==> src/rtl/core/fexp_pkg.sv <==
// shared types and constants of the single-precision exp pipeline
// no dependencies; used by fexp_fma, the top level and the checker

package fexp_pkg;

    // float32 bit patterns of the fixed operands
    localparam logic [31:0] F_BIAS   = 32'h4B40_0000;  // 1.5 * 2^23
    localparam logic [31:0] F_NBIAS  = 32'hCB40_0000;
    localparam logic [31:0] F_ONE    = 32'h3F80_0000;
    localparam logic [31:0] F_ZERO   = 32'h0000_0000;
    localparam logic [31:0] F_LOG2E  = 32'h3FB8_AA3B;
    localparam logic [31:0] F_LN2_HI = 32'hBF31_7200;
    localparam logic [31:0] F_LN2_LO = 32'hB5BF_BE8E;
    localparam logic [31:0] F_C0     = 32'h3AB4_A000;
    localparam logic [31:0] F_C1     = 32'h3C09_2F6E;
    localparam logic [31:0] F_C2     = 32'h3D2A_ADAD;
    localparam logic [31:0] F_C3     = 32'h3E2A_AA28;
    localparam logic [31:0] F_C4     = 32'h3EFF_FFFB;

    localparam logic [31:0] F_POS_INF    = 32'h7F80_0000;
    localparam logic [31:0] F_QUIET_BIT  = 32'h0040_0000;
    localparam logic [30:0] F_ABS_104    = 31'h42D0_0000;
    localparam logic [31:0] F_SCALE_BASE = 32'h7F00_0000;
    localparam logic [31:0] F_SCALE_ADJ  = 32'h8300_0000;

    // fused multiply-add units in the chain and stages in each
    localparam int unsigned N_FMA     = 12;
    localparam int unsigned FMA_DEPTH = 4;
    // accept edge to the edge at which the result strobe is sampled
    localparam int unsigned FEXP_LAT  = N_FMA * FMA_DEPTH + 1;

    // per-transaction data that rides alongside the arithmetic
    typedef struct packed {
        logic        bypass;    // special operand, result already known
        logic [31:0] byp_val;
        logic [31:0] a;         // operand (zeroed when bypassed)
        logic [31:0] j;         // rounded a/ln2 as float
        logic [8:0]  i;         // the same as a signed integer
        logic [31:0] f;         // reduced argument
        logic [31:0] tb;        // second scale factor
    } t_side;

endpackage

==> src/rtl/core/fexp_fma.sv <==
// four-stage binary32 fused multiply-add, one rounding to nearest even
// depends on fexp_pkg for the side-data type

module fexp_fma (
    input  logic             i_clk,
    input  logic             i_rst_n,
    input  logic             i_vld,
    input  logic [31:0]      i_x,
    input  logic [31:0]      i_y,
    input  logic [31:0]      i_z,
    input  fexp_pkg::t_side  i_side,
    output logic             o_vld,
    output logic [31:0]      o_res,
    output fexp_pkg::t_side  o_side
);

    // stage 1: multiply, align addend
    logic [7:0]  ex, ey, ez;
    logic [23:0] mx, my, mz;
    logic [9:0]  exy;
    logic [10:0] dd;
    logic        d_neg, d_clamp;
    logic [75:0] n_b;
    logic [10:0] n_fe;

    always_comb begin
        ex = (i_x[30:23] == 8'd0) ? 8'd1 : i_x[30:23];
        ey = (i_y[30:23] == 8'd0) ? 8'd1 : i_y[30:23];
        ez = (i_z[30:23] == 8'd0) ? 8'd1 : i_z[30:23];
        mx = {|i_x[30:23], i_x[22:0]};
        my = {|i_y[30:23], i_y[22:0]};
        mz = {|i_z[30:23], i_z[22:0]};
        exy = {2'b00, ex} + {2'b00, ey};
        dd = {3'b000, ez} + 11'd150 - {1'b0, exy};
        d_neg = dd[10];
        d_clamp = !dd[10] && (dd[9:0] > 10'd50);
        if (d_neg) begin
            n_b = {75'd0, |mz};
        end else if (d_clamp) begin
            n_b = {mz, 52'd0};
        end else begin
            n_b = {52'd0, mz} << (7'(dd[5:0]) + 7'd2);
        end
        n_fe = d_clamp ? ({3'b000, ez} - 11'd202) : ({1'b0, exy} - 11'd302);
    end

    logic            r1_vld;
    logic [47:0]     r1_p;
    logic [75:0]     r1_b;
    logic            r1_clamp;
    logic [10:0]     r1_fe;
    logic            r1_sp, r1_sz;
    fexp_pkg::t_side r1_side;

    always_ff @(posedge i_clk) begin
        if (!i_rst_n) begin
            r1_vld <= 1'b0;
        end else begin
            r1_vld <= i_vld;
        end
        r1_p     <= mx * my;
        r1_b     <= n_b;
        r1_clamp <= d_clamp;
        r1_fe    <= n_fe;
        r1_sp    <= i_x[31] ^ i_y[31];
        r1_sz    <= i_z[31];
        r1_side  <= i_side;
    end

    // stage 2: add or subtract magnitudes
    logic [75:0] a_fr;
    logic [76:0] sum_ab, dif_ab, dif_ba, n_m;
    logic        n_sign;

    always_comb begin
        a_fr = r1_clamp ? {75'd0, |r1_p} : {26'd0, r1_p, 2'b00};
        sum_ab = {1'b0, a_fr} + {1'b0, r1_b};
        dif_ab = {1'b0, a_fr} - {1'b0, r1_b};
        dif_ba = {1'b0, r1_b} - {1'b0, a_fr};
        if (r1_sp == r1_sz) begin
            n_m = sum_ab;
            n_sign = r1_sp;
        end else if (dif_ab[76]) begin
            n_m = dif_ba;
            n_sign = r1_sz;
        end else begin
            n_m = dif_ab;
            n_sign = (dif_ab == 77'd0) ? 1'b0 : r1_sp;
        end
    end

    logic            r2_vld;
    logic [76:0]     r2_m;
    logic [10:0]     r2_fe;
    logic            r2_sign;
    fexp_pkg::t_side r2_side;

    always_ff @(posedge i_clk) begin
        if (!i_rst_n) begin
            r2_vld <= 1'b0;
        end else begin
            r2_vld <= r1_vld;
        end
        r2_m    <= n_m;
        r2_fe   <= r1_fe;
        r2_sign <= n_sign;
        r2_side <= r1_side;
    end

    // stage 3: leading-one search, shift amount and exponent
    logic [6:0]  lead;
    logic [11:0] e_chk, sub_sh;
    logic        is_norm;
    logic [6:0]  n_sh;
    logic [9:0]  n_ebase;

    always_comb begin
        lead = 7'd0;
        for (int k = 0; k < 77; k++) begin
            if (r2_m[k]) begin
                lead = 7'(k);
            end
        end
        e_chk = {5'd0, lead} + {r2_fe[10], r2_fe};
        is_norm = $signed(e_chk) >= -12'sd126;
        sub_sh = {r2_fe[10], r2_fe} + 12'd202;
        if (is_norm) begin
            n_sh = 7'd76 - lead;
            n_ebase = 10'(e_chk + 12'd126);
        end else begin
            n_sh = sub_sh[11] ? 7'd0 : ((sub_sh > 12'd76) ? 7'd76 : sub_sh[6:0]);
            n_ebase = 10'd0;
        end
    end

    logic            r3_vld;
    logic [76:0]     r3_m;
    logic [6:0]      r3_sh;
    logic [9:0]      r3_ebase;
    logic            r3_sign, r3_zero;
    fexp_pkg::t_side r3_side;

    always_ff @(posedge i_clk) begin
        if (!i_rst_n) begin
            r3_vld <= 1'b0;
        end else begin
            r3_vld <= r2_vld;
        end
        r3_m     <= r2_m;
        r3_sh    <= n_sh;
        r3_ebase <= n_ebase;
        r3_sign  <= r2_sign;
        r3_zero  <= (r2_m == 77'd0);
        r3_side  <= r2_side;
    end

    // stage 4: normalize, round to nearest even, pack
    logic [76:0] nrm;
    logic [23:0] mant;
    logic        rnd_up;
    logic [24:0] mant_r;
    logic [33:0] packed_v;
    logic [31:0] n_res;

    always_comb begin
        nrm = r3_m << r3_sh;
        mant = nrm[76:53];
        rnd_up = nrm[52] & ((|nrm[51:0]) | mant[0]);
        mant_r = {1'b0, mant} + {24'd0, rnd_up};
        packed_v = {1'b0, r3_ebase, 23'd0} + {9'd0, mant_r};
        if (r3_zero) begin
            n_res = {r3_sign, 31'd0};
        end else if (packed_v >= {2'b00, fexp_pkg::F_POS_INF}) begin
            n_res = {r3_sign, fexp_pkg::F_POS_INF[30:0]};
        end else begin
            n_res = {r3_sign, packed_v[30:0]};
        end
    end

    always_ff @(posedge i_clk) begin
        if (!i_rst_n) begin
            o_vld <= 1'b0;
        end else begin
            o_vld <= r3_vld;
        end
        o_res  <= n_res;
        o_side <= r3_side;
    end

endmodule

==> config.mk <==
export PLATFORM = sky130hd
export DESIGN_NAME = fexp_fma
export DESIGN_NICKNAME = d
export VERILOG_FILES = /design/src/rtl/core/fexp_pkg.sv /design/src/rtl/core/fexp_fma.sv
export SDC_FILE = /design/constraint.sdc
export NUM_CORES = 2
export LEC_CHECK = 0
export ABC_AREA = 1
export ABC_CLOCK_PERIOD_IN_PS = 7610
export BUFFER_PORTS_ARGS = -buffer_cell sky130_fd_sc_hd__buf_2
export CAP_MARGIN = 20
export CORE_MARGIN = 2
export CORE_UTILIZATION = 56
export CTS_CLUSTER_SIZE = 14
export DETAILED_ROUTE_END_ITERATION = 8
export PLACE_DENSITY = 0.83
export SLEW_MARGIN = 20
export SYNTH_ARGS = -nofsm -noshare
export SYNTH_HDL_FRONTEND = slang
export SYNTH_SLANG_ARGS = --single-unit
==> constraint.sdc <==
create_clock -name i_clk -period 7.61 [get_ports i_clk]
set_input_delay 0.761 -clock i_clk [delete_from_list [all_inputs] [get_ports i_clk]]
set_output_delay 0.761 -clock i_clk [all_outputs]
set_load 0.05 [all_outputs]
; Word level (Yosys, flattened, before mapping)
; Index checks and enable logic that the tools add are counted.
; Widths: inputs -> output; s select.
[totals]
regBits = 1039
inputBits = 269
out_inout_bits = 203
word_cells = 184
[op_classes]
addsub = 15
n_mul = 1
n_lt_le_gt_ge = 4
n_eq_ne = 1
shift = 2
n_mux = 92
bitwise = 3
reduce_logical = 15
[op_table]
columns = operator, n
row1 = $mux 7, 78
row2 = $logic_not 77->1, 2
row3 = $mux 77, 2
row4 = $add 50x76->77, 1
row5 = $shl 77x7->77, 1
row6 = $sub 50x76->77, 1
row7 = $sub 76x50->77, 1
row8 = $mux 76, 1
row9 = $shl 24x7->76, 1
row10 = $reduce_or 52->1, 1
row11 = $mux 50, 1
row12 = $mul 24x24->48, 1
row13 = $reduce_or 48->1, 1
row14 = $add 33x25->34, 1
row15 = $ge 34x31->1 const B, 1
row16 = $mux 31, 1
row17 = $reduce_or 31->1, 1
row18 = $add 24x1->25, 1
row19 = $logic_not 8->1, 3
row20 = $mux 8, 3
row21 = $reduce_or 8->1, 3
row22 = $add 11x9->12 const B, 1
row23 = $add 8x11->12, 1
row24 = $ge 12x8->1 const B, 1
row25 = 19 further kinds, 24

; Logic depth before layout (Yosys ltp)
[depth]
ltp_word = 79
ltp_mapped = 94
depth_no_buf = 94

; Worst setup path after synthesis
; No wires, ideal clock.
[synth_path]
kind = input to register
startpoint = in i_x[26]
endpoint = reg r1_p[46]
setup_time_ns = 0.072
arrival_ns = 8.119
required_time_ns = 7.538
setup_slack_ns = -0.581
path_stages = 30
n_path_buf = 1
cell_sequence = or4_1 nor2_1 clkbuf_1 nor2_1 fa_1 fa_1 fa_1 inv_1 fa_1 fa_1 fa_1 inv_1 fa_1 ha_1 nand2_1 o211ai_1 a21oi_1 o31ai_1 a21o_1 a21oi_1 o21ai_1 a21oi_1 o21bai_1 a21oi_1 o21bai_1 a21oi_1 o21bai_1 nand3_1 o21ai_1 xor2_1
[synth_via]
elab_chain_len = 2
[synth_rtl]
columns = item, line
row1 = "start, declared", fexp_fma.sv:8  ; input logic [31:0] i_x,
row2 = $reduce_or 8->1, fexp_fma.sv:30  ; mx = {|i_x[30:23], i_x[22:0]};
row3 = $mul 24x24->48, fexp_fma.sv:61  ; r1_p <= mx * my;
row4 = "end signal, assigned", fexp_fma.sv:61
row5 = "end, declared", fexp_fma.sv:48  ; logic [47:0] r1_p;
; No other way between the ends.
; A chain may end at the register's enable or synchronous reset.

; Worst setup path after layout
[layout_path]
startpoint = in i_y[2]
endpoint = reg r1_p[47]
[layout_via]
elab_chain_len = 1
[layout_rtl]
columns = item, line
row1 = "start, declared", fexp_fma.sv:9  ; input logic [31:0] i_y,
row2 = $mul 24x24->48, fexp_fma.sv:61
; No other way between the ends.

==> flow_summary.yaml <==
setup_path:
  crit_path_start_kind: "primary input"
  r2r_slack_ps: 730
  worst_path_most_repeated_cell: "inv_2"
  cp-endpoint: "r1_p[47]"
  path_max_fanout: 8
  critPathMaxStageDelay_ps: 560
  cpMaxStageDelayCell: "fa_1"
  critical_path.startpoint: "i_y[2]"
  r2r_start: "r1_p[27]"
  worstReg2RegEnd: "r2_m[48]"
  crit_required_ps: 8120
  critPathCaptureType: "flip-flop"
  reg2reg_depth: 45
  arrival_ps: 8220
  critPathKind: "in -> reg"
sta:
  min_period_over_period_pct: 101.3
  fin_ws_ps: -102.4
  setup_viol: 2
  final.setup_skew_ps: 76.11
  tightest_slew_ps: 1033
  fmax_mhz: 129.7
  slew_viol_final: 0
  rsz0062_at_grt: "yes"
  tns_ps: -185.4
  finalCriticalPeriod_ps: 7712
  hold_viol_final: 0
  relSlewSlack_pct: 31.14
final_layout:
  stdcell_count: 10120
  layout-drive-gt1-share_pct: 13.22
  syn2layout_area_growth_pct: 14.24
  final_nets: 9683
  layout_common_cells: "1546 x inv_1, 1541 x nand2_1, 1034 x dfxtp_1"
  mostFrequentLayoutCell: "inv_1"
drt:
  wirelength_um: 194700
  met2_length_um: 95370
  routedWlPerCell_um: 19.24
  drtPass1Iterations: 7
  routed.top_layer: "met5"
  ant_nets: 0
  wl_met1_um: 76890
  num_vias: 54300
  met3_length_um: 12280
  first_iter_violations: 4299
  routed_via_density: 5.366
  drc_errors: 0
synth:
  syn_avg_cell_area_um2: 7.882
  synth_edf_count: 0
  ys_async_sr_fraction_pct: 0
  yosysWarnings: 0
  synthDistinctLibCells: 78
  synth-main-ff-cell: "dfxtp_1"
  synth_cells: 8008
  ys_ff_latch: 1037
  synth-seq-area-share_pct: 32.89
  syn_area_um2: 63120
  synth_nets: 9125
grt:
  grt_usage_pct: 32.90
  grt_pass1_vias: 54400
  grt_pass1_wl_um: 297400
  grt_max_degree: 80
  overflow: 0
  antenna_found_initial: 6
placement:
  hpwl_um: 160000
  portBuffers: 471
  routabilityCongestion: 1.041
  place_inst: 9933
die:
  die_h_um: 339.7
  core-area_um2: 112200
  die_w_um: 339.7
  die_area_um2: 115400
  start_util_pct: 56.26
  io_pins: 472
  rows: 123
clocking:
  clock-sinks: 1037
  htreeDepth: 3
  tritoncts: "done"
  cts_buffers: 93
  root_buffer: "clkbuf_16"
  max-clock-path-buffers: 3
  worstSkewPairLatency_ps: 700
  clk_pin_slew_ps: 70
outcome:
  failed_checks: "negative setup slack"
  status: "complete, but fails checks"
hold_path:
  hp-class: "in -> reg"
flow_run:
  cap_violations: 0
-- cell type report --
type,count,area (um^2)
clock buffer,118,2521
tap,1500,1877
sequential,1037,20760
timing repair buffer,781,4972
fill,9342,40090
clock inverter,27,380.4
multi-input combinational,5053,35560
inverter,1600,6022
antenna,4,10.01
-- worst min path at each step --
stage | startpoint | end | slack [ps] | cells past startpoint
detailed placement | r3_side[10] | o_side[10] | 310 | 0
floorplan | r3_sign | o_res[31] | 310 | 0
global route | i_side[160] | r1_side[160] | 120 | 1
CTS | i_side[160] | r1_side[160] | 120 | 1
finish | i_side[160] | r1_side[160] | 150 | 1
global placement | r1_side[165] | r2_side[165] | 310 | 0
-- logic make-up (layout without fill, tap and decap cells) --
kind of cell / after synthesis / in the layout / share of synthesized area [%]
xor+xnor: 248 / 248 / 3.441
buf+inv: 1918 / 2526 / 11.58
fa+ha+maj: 849 / 849 / 22.59
other cells: 0 / 4 / 0
mux: 67 / 67 / 1.063
simple gates: 2622 / 2622 / 17.15
flops: 1037 / 1037 / 32.89
compound gates: 1267 / 1267 / 11.28
-- layer usage --
| metal | global-route usage [%] | vias up |
|---|---|---|
| met2 | 57.93 | 2210 |
| met5 | 0 | - |
| met1 | 39.93 | 25790 |
| met4 | 15.62 | 2 |
| met3 | 4.099 | 441 |
| li1 | - | 25860 |
-- cells in the mapped netlist (all sizes together) (9+ instances only) --
cell	instances	share of area, %
nor3	76	0.65
nand2	1581	9.5
xnor2	27	0.37
clkinv	9	0.065
nor2	580	3.5
o22ai	20	0.20
o32ai	17	0.24
dfxtp	1037	33
or2	18	0.18
a21oi	478	3.8
o311ai	11	0.16
inv	1591	9.5
o211ai	28	0.35
o31ai	20	0.30
nand4	55	0.55
o21ai	550	4.4
ha	363	7.2
o21a	21	0.25
buf	64	0.54
o21bai	11	0.13
xor2	221	3.1
nand3	236	2.0
fa	485	15
mux2i	67	1.1
a21o	9	0.11
nor4	54	0.56
a31oi	21	0.24
clkbuf	254	1.5
a211oi	14	0.17
-- repair_timing --
item	CTS	global route
gates resized for setup	18	151
pin swaps	11	55
setup endpoints to repair	6	30
hold buffers	0	0
buffers inserted	21	24
-- per-stage QoR --
step | worst slack [ps] | hold slack, ps | util [%] | instance area [um^2]
2_1_floorplan | -122.7 | 309.6 | - | 63480
3_3_place_gp | -619.3 | 309.5 | 60.92 | 68350
3_5_place_dp | -850.5 | 312.1 | 60.92 | 68350
4_1_cts | 8.234 | 117.9 | 63.71 | 71480
5_1_grt | -536.5 | 123.3 | 64.27 | 72100
6_report | -102.4 | 150.8 | 64.27 | 72100
-- worst max-delay path: cells and delay by family --
family                     cells  cell delay (ps)
adders and majority gates      8             3040
AOI/OAI and AO/OA             15             2050
and+or+nand+nor               14             1200
buffers and inverters         17             1010
xor gates and xnor gates       1              140
-- registers in the layout, indices dropped and copies added, names as in the netlist, 32 cells and up --
register,count
r1_b,76
r3_side,170
r1_side,170
r1_p,48
o_res,32
r2_side,170
r2_m,77
r3_m,77
o_side,170
Power is not shown: default switching activity piles up to over one toggle a cycle in this logic, so the estimate is an artifact.
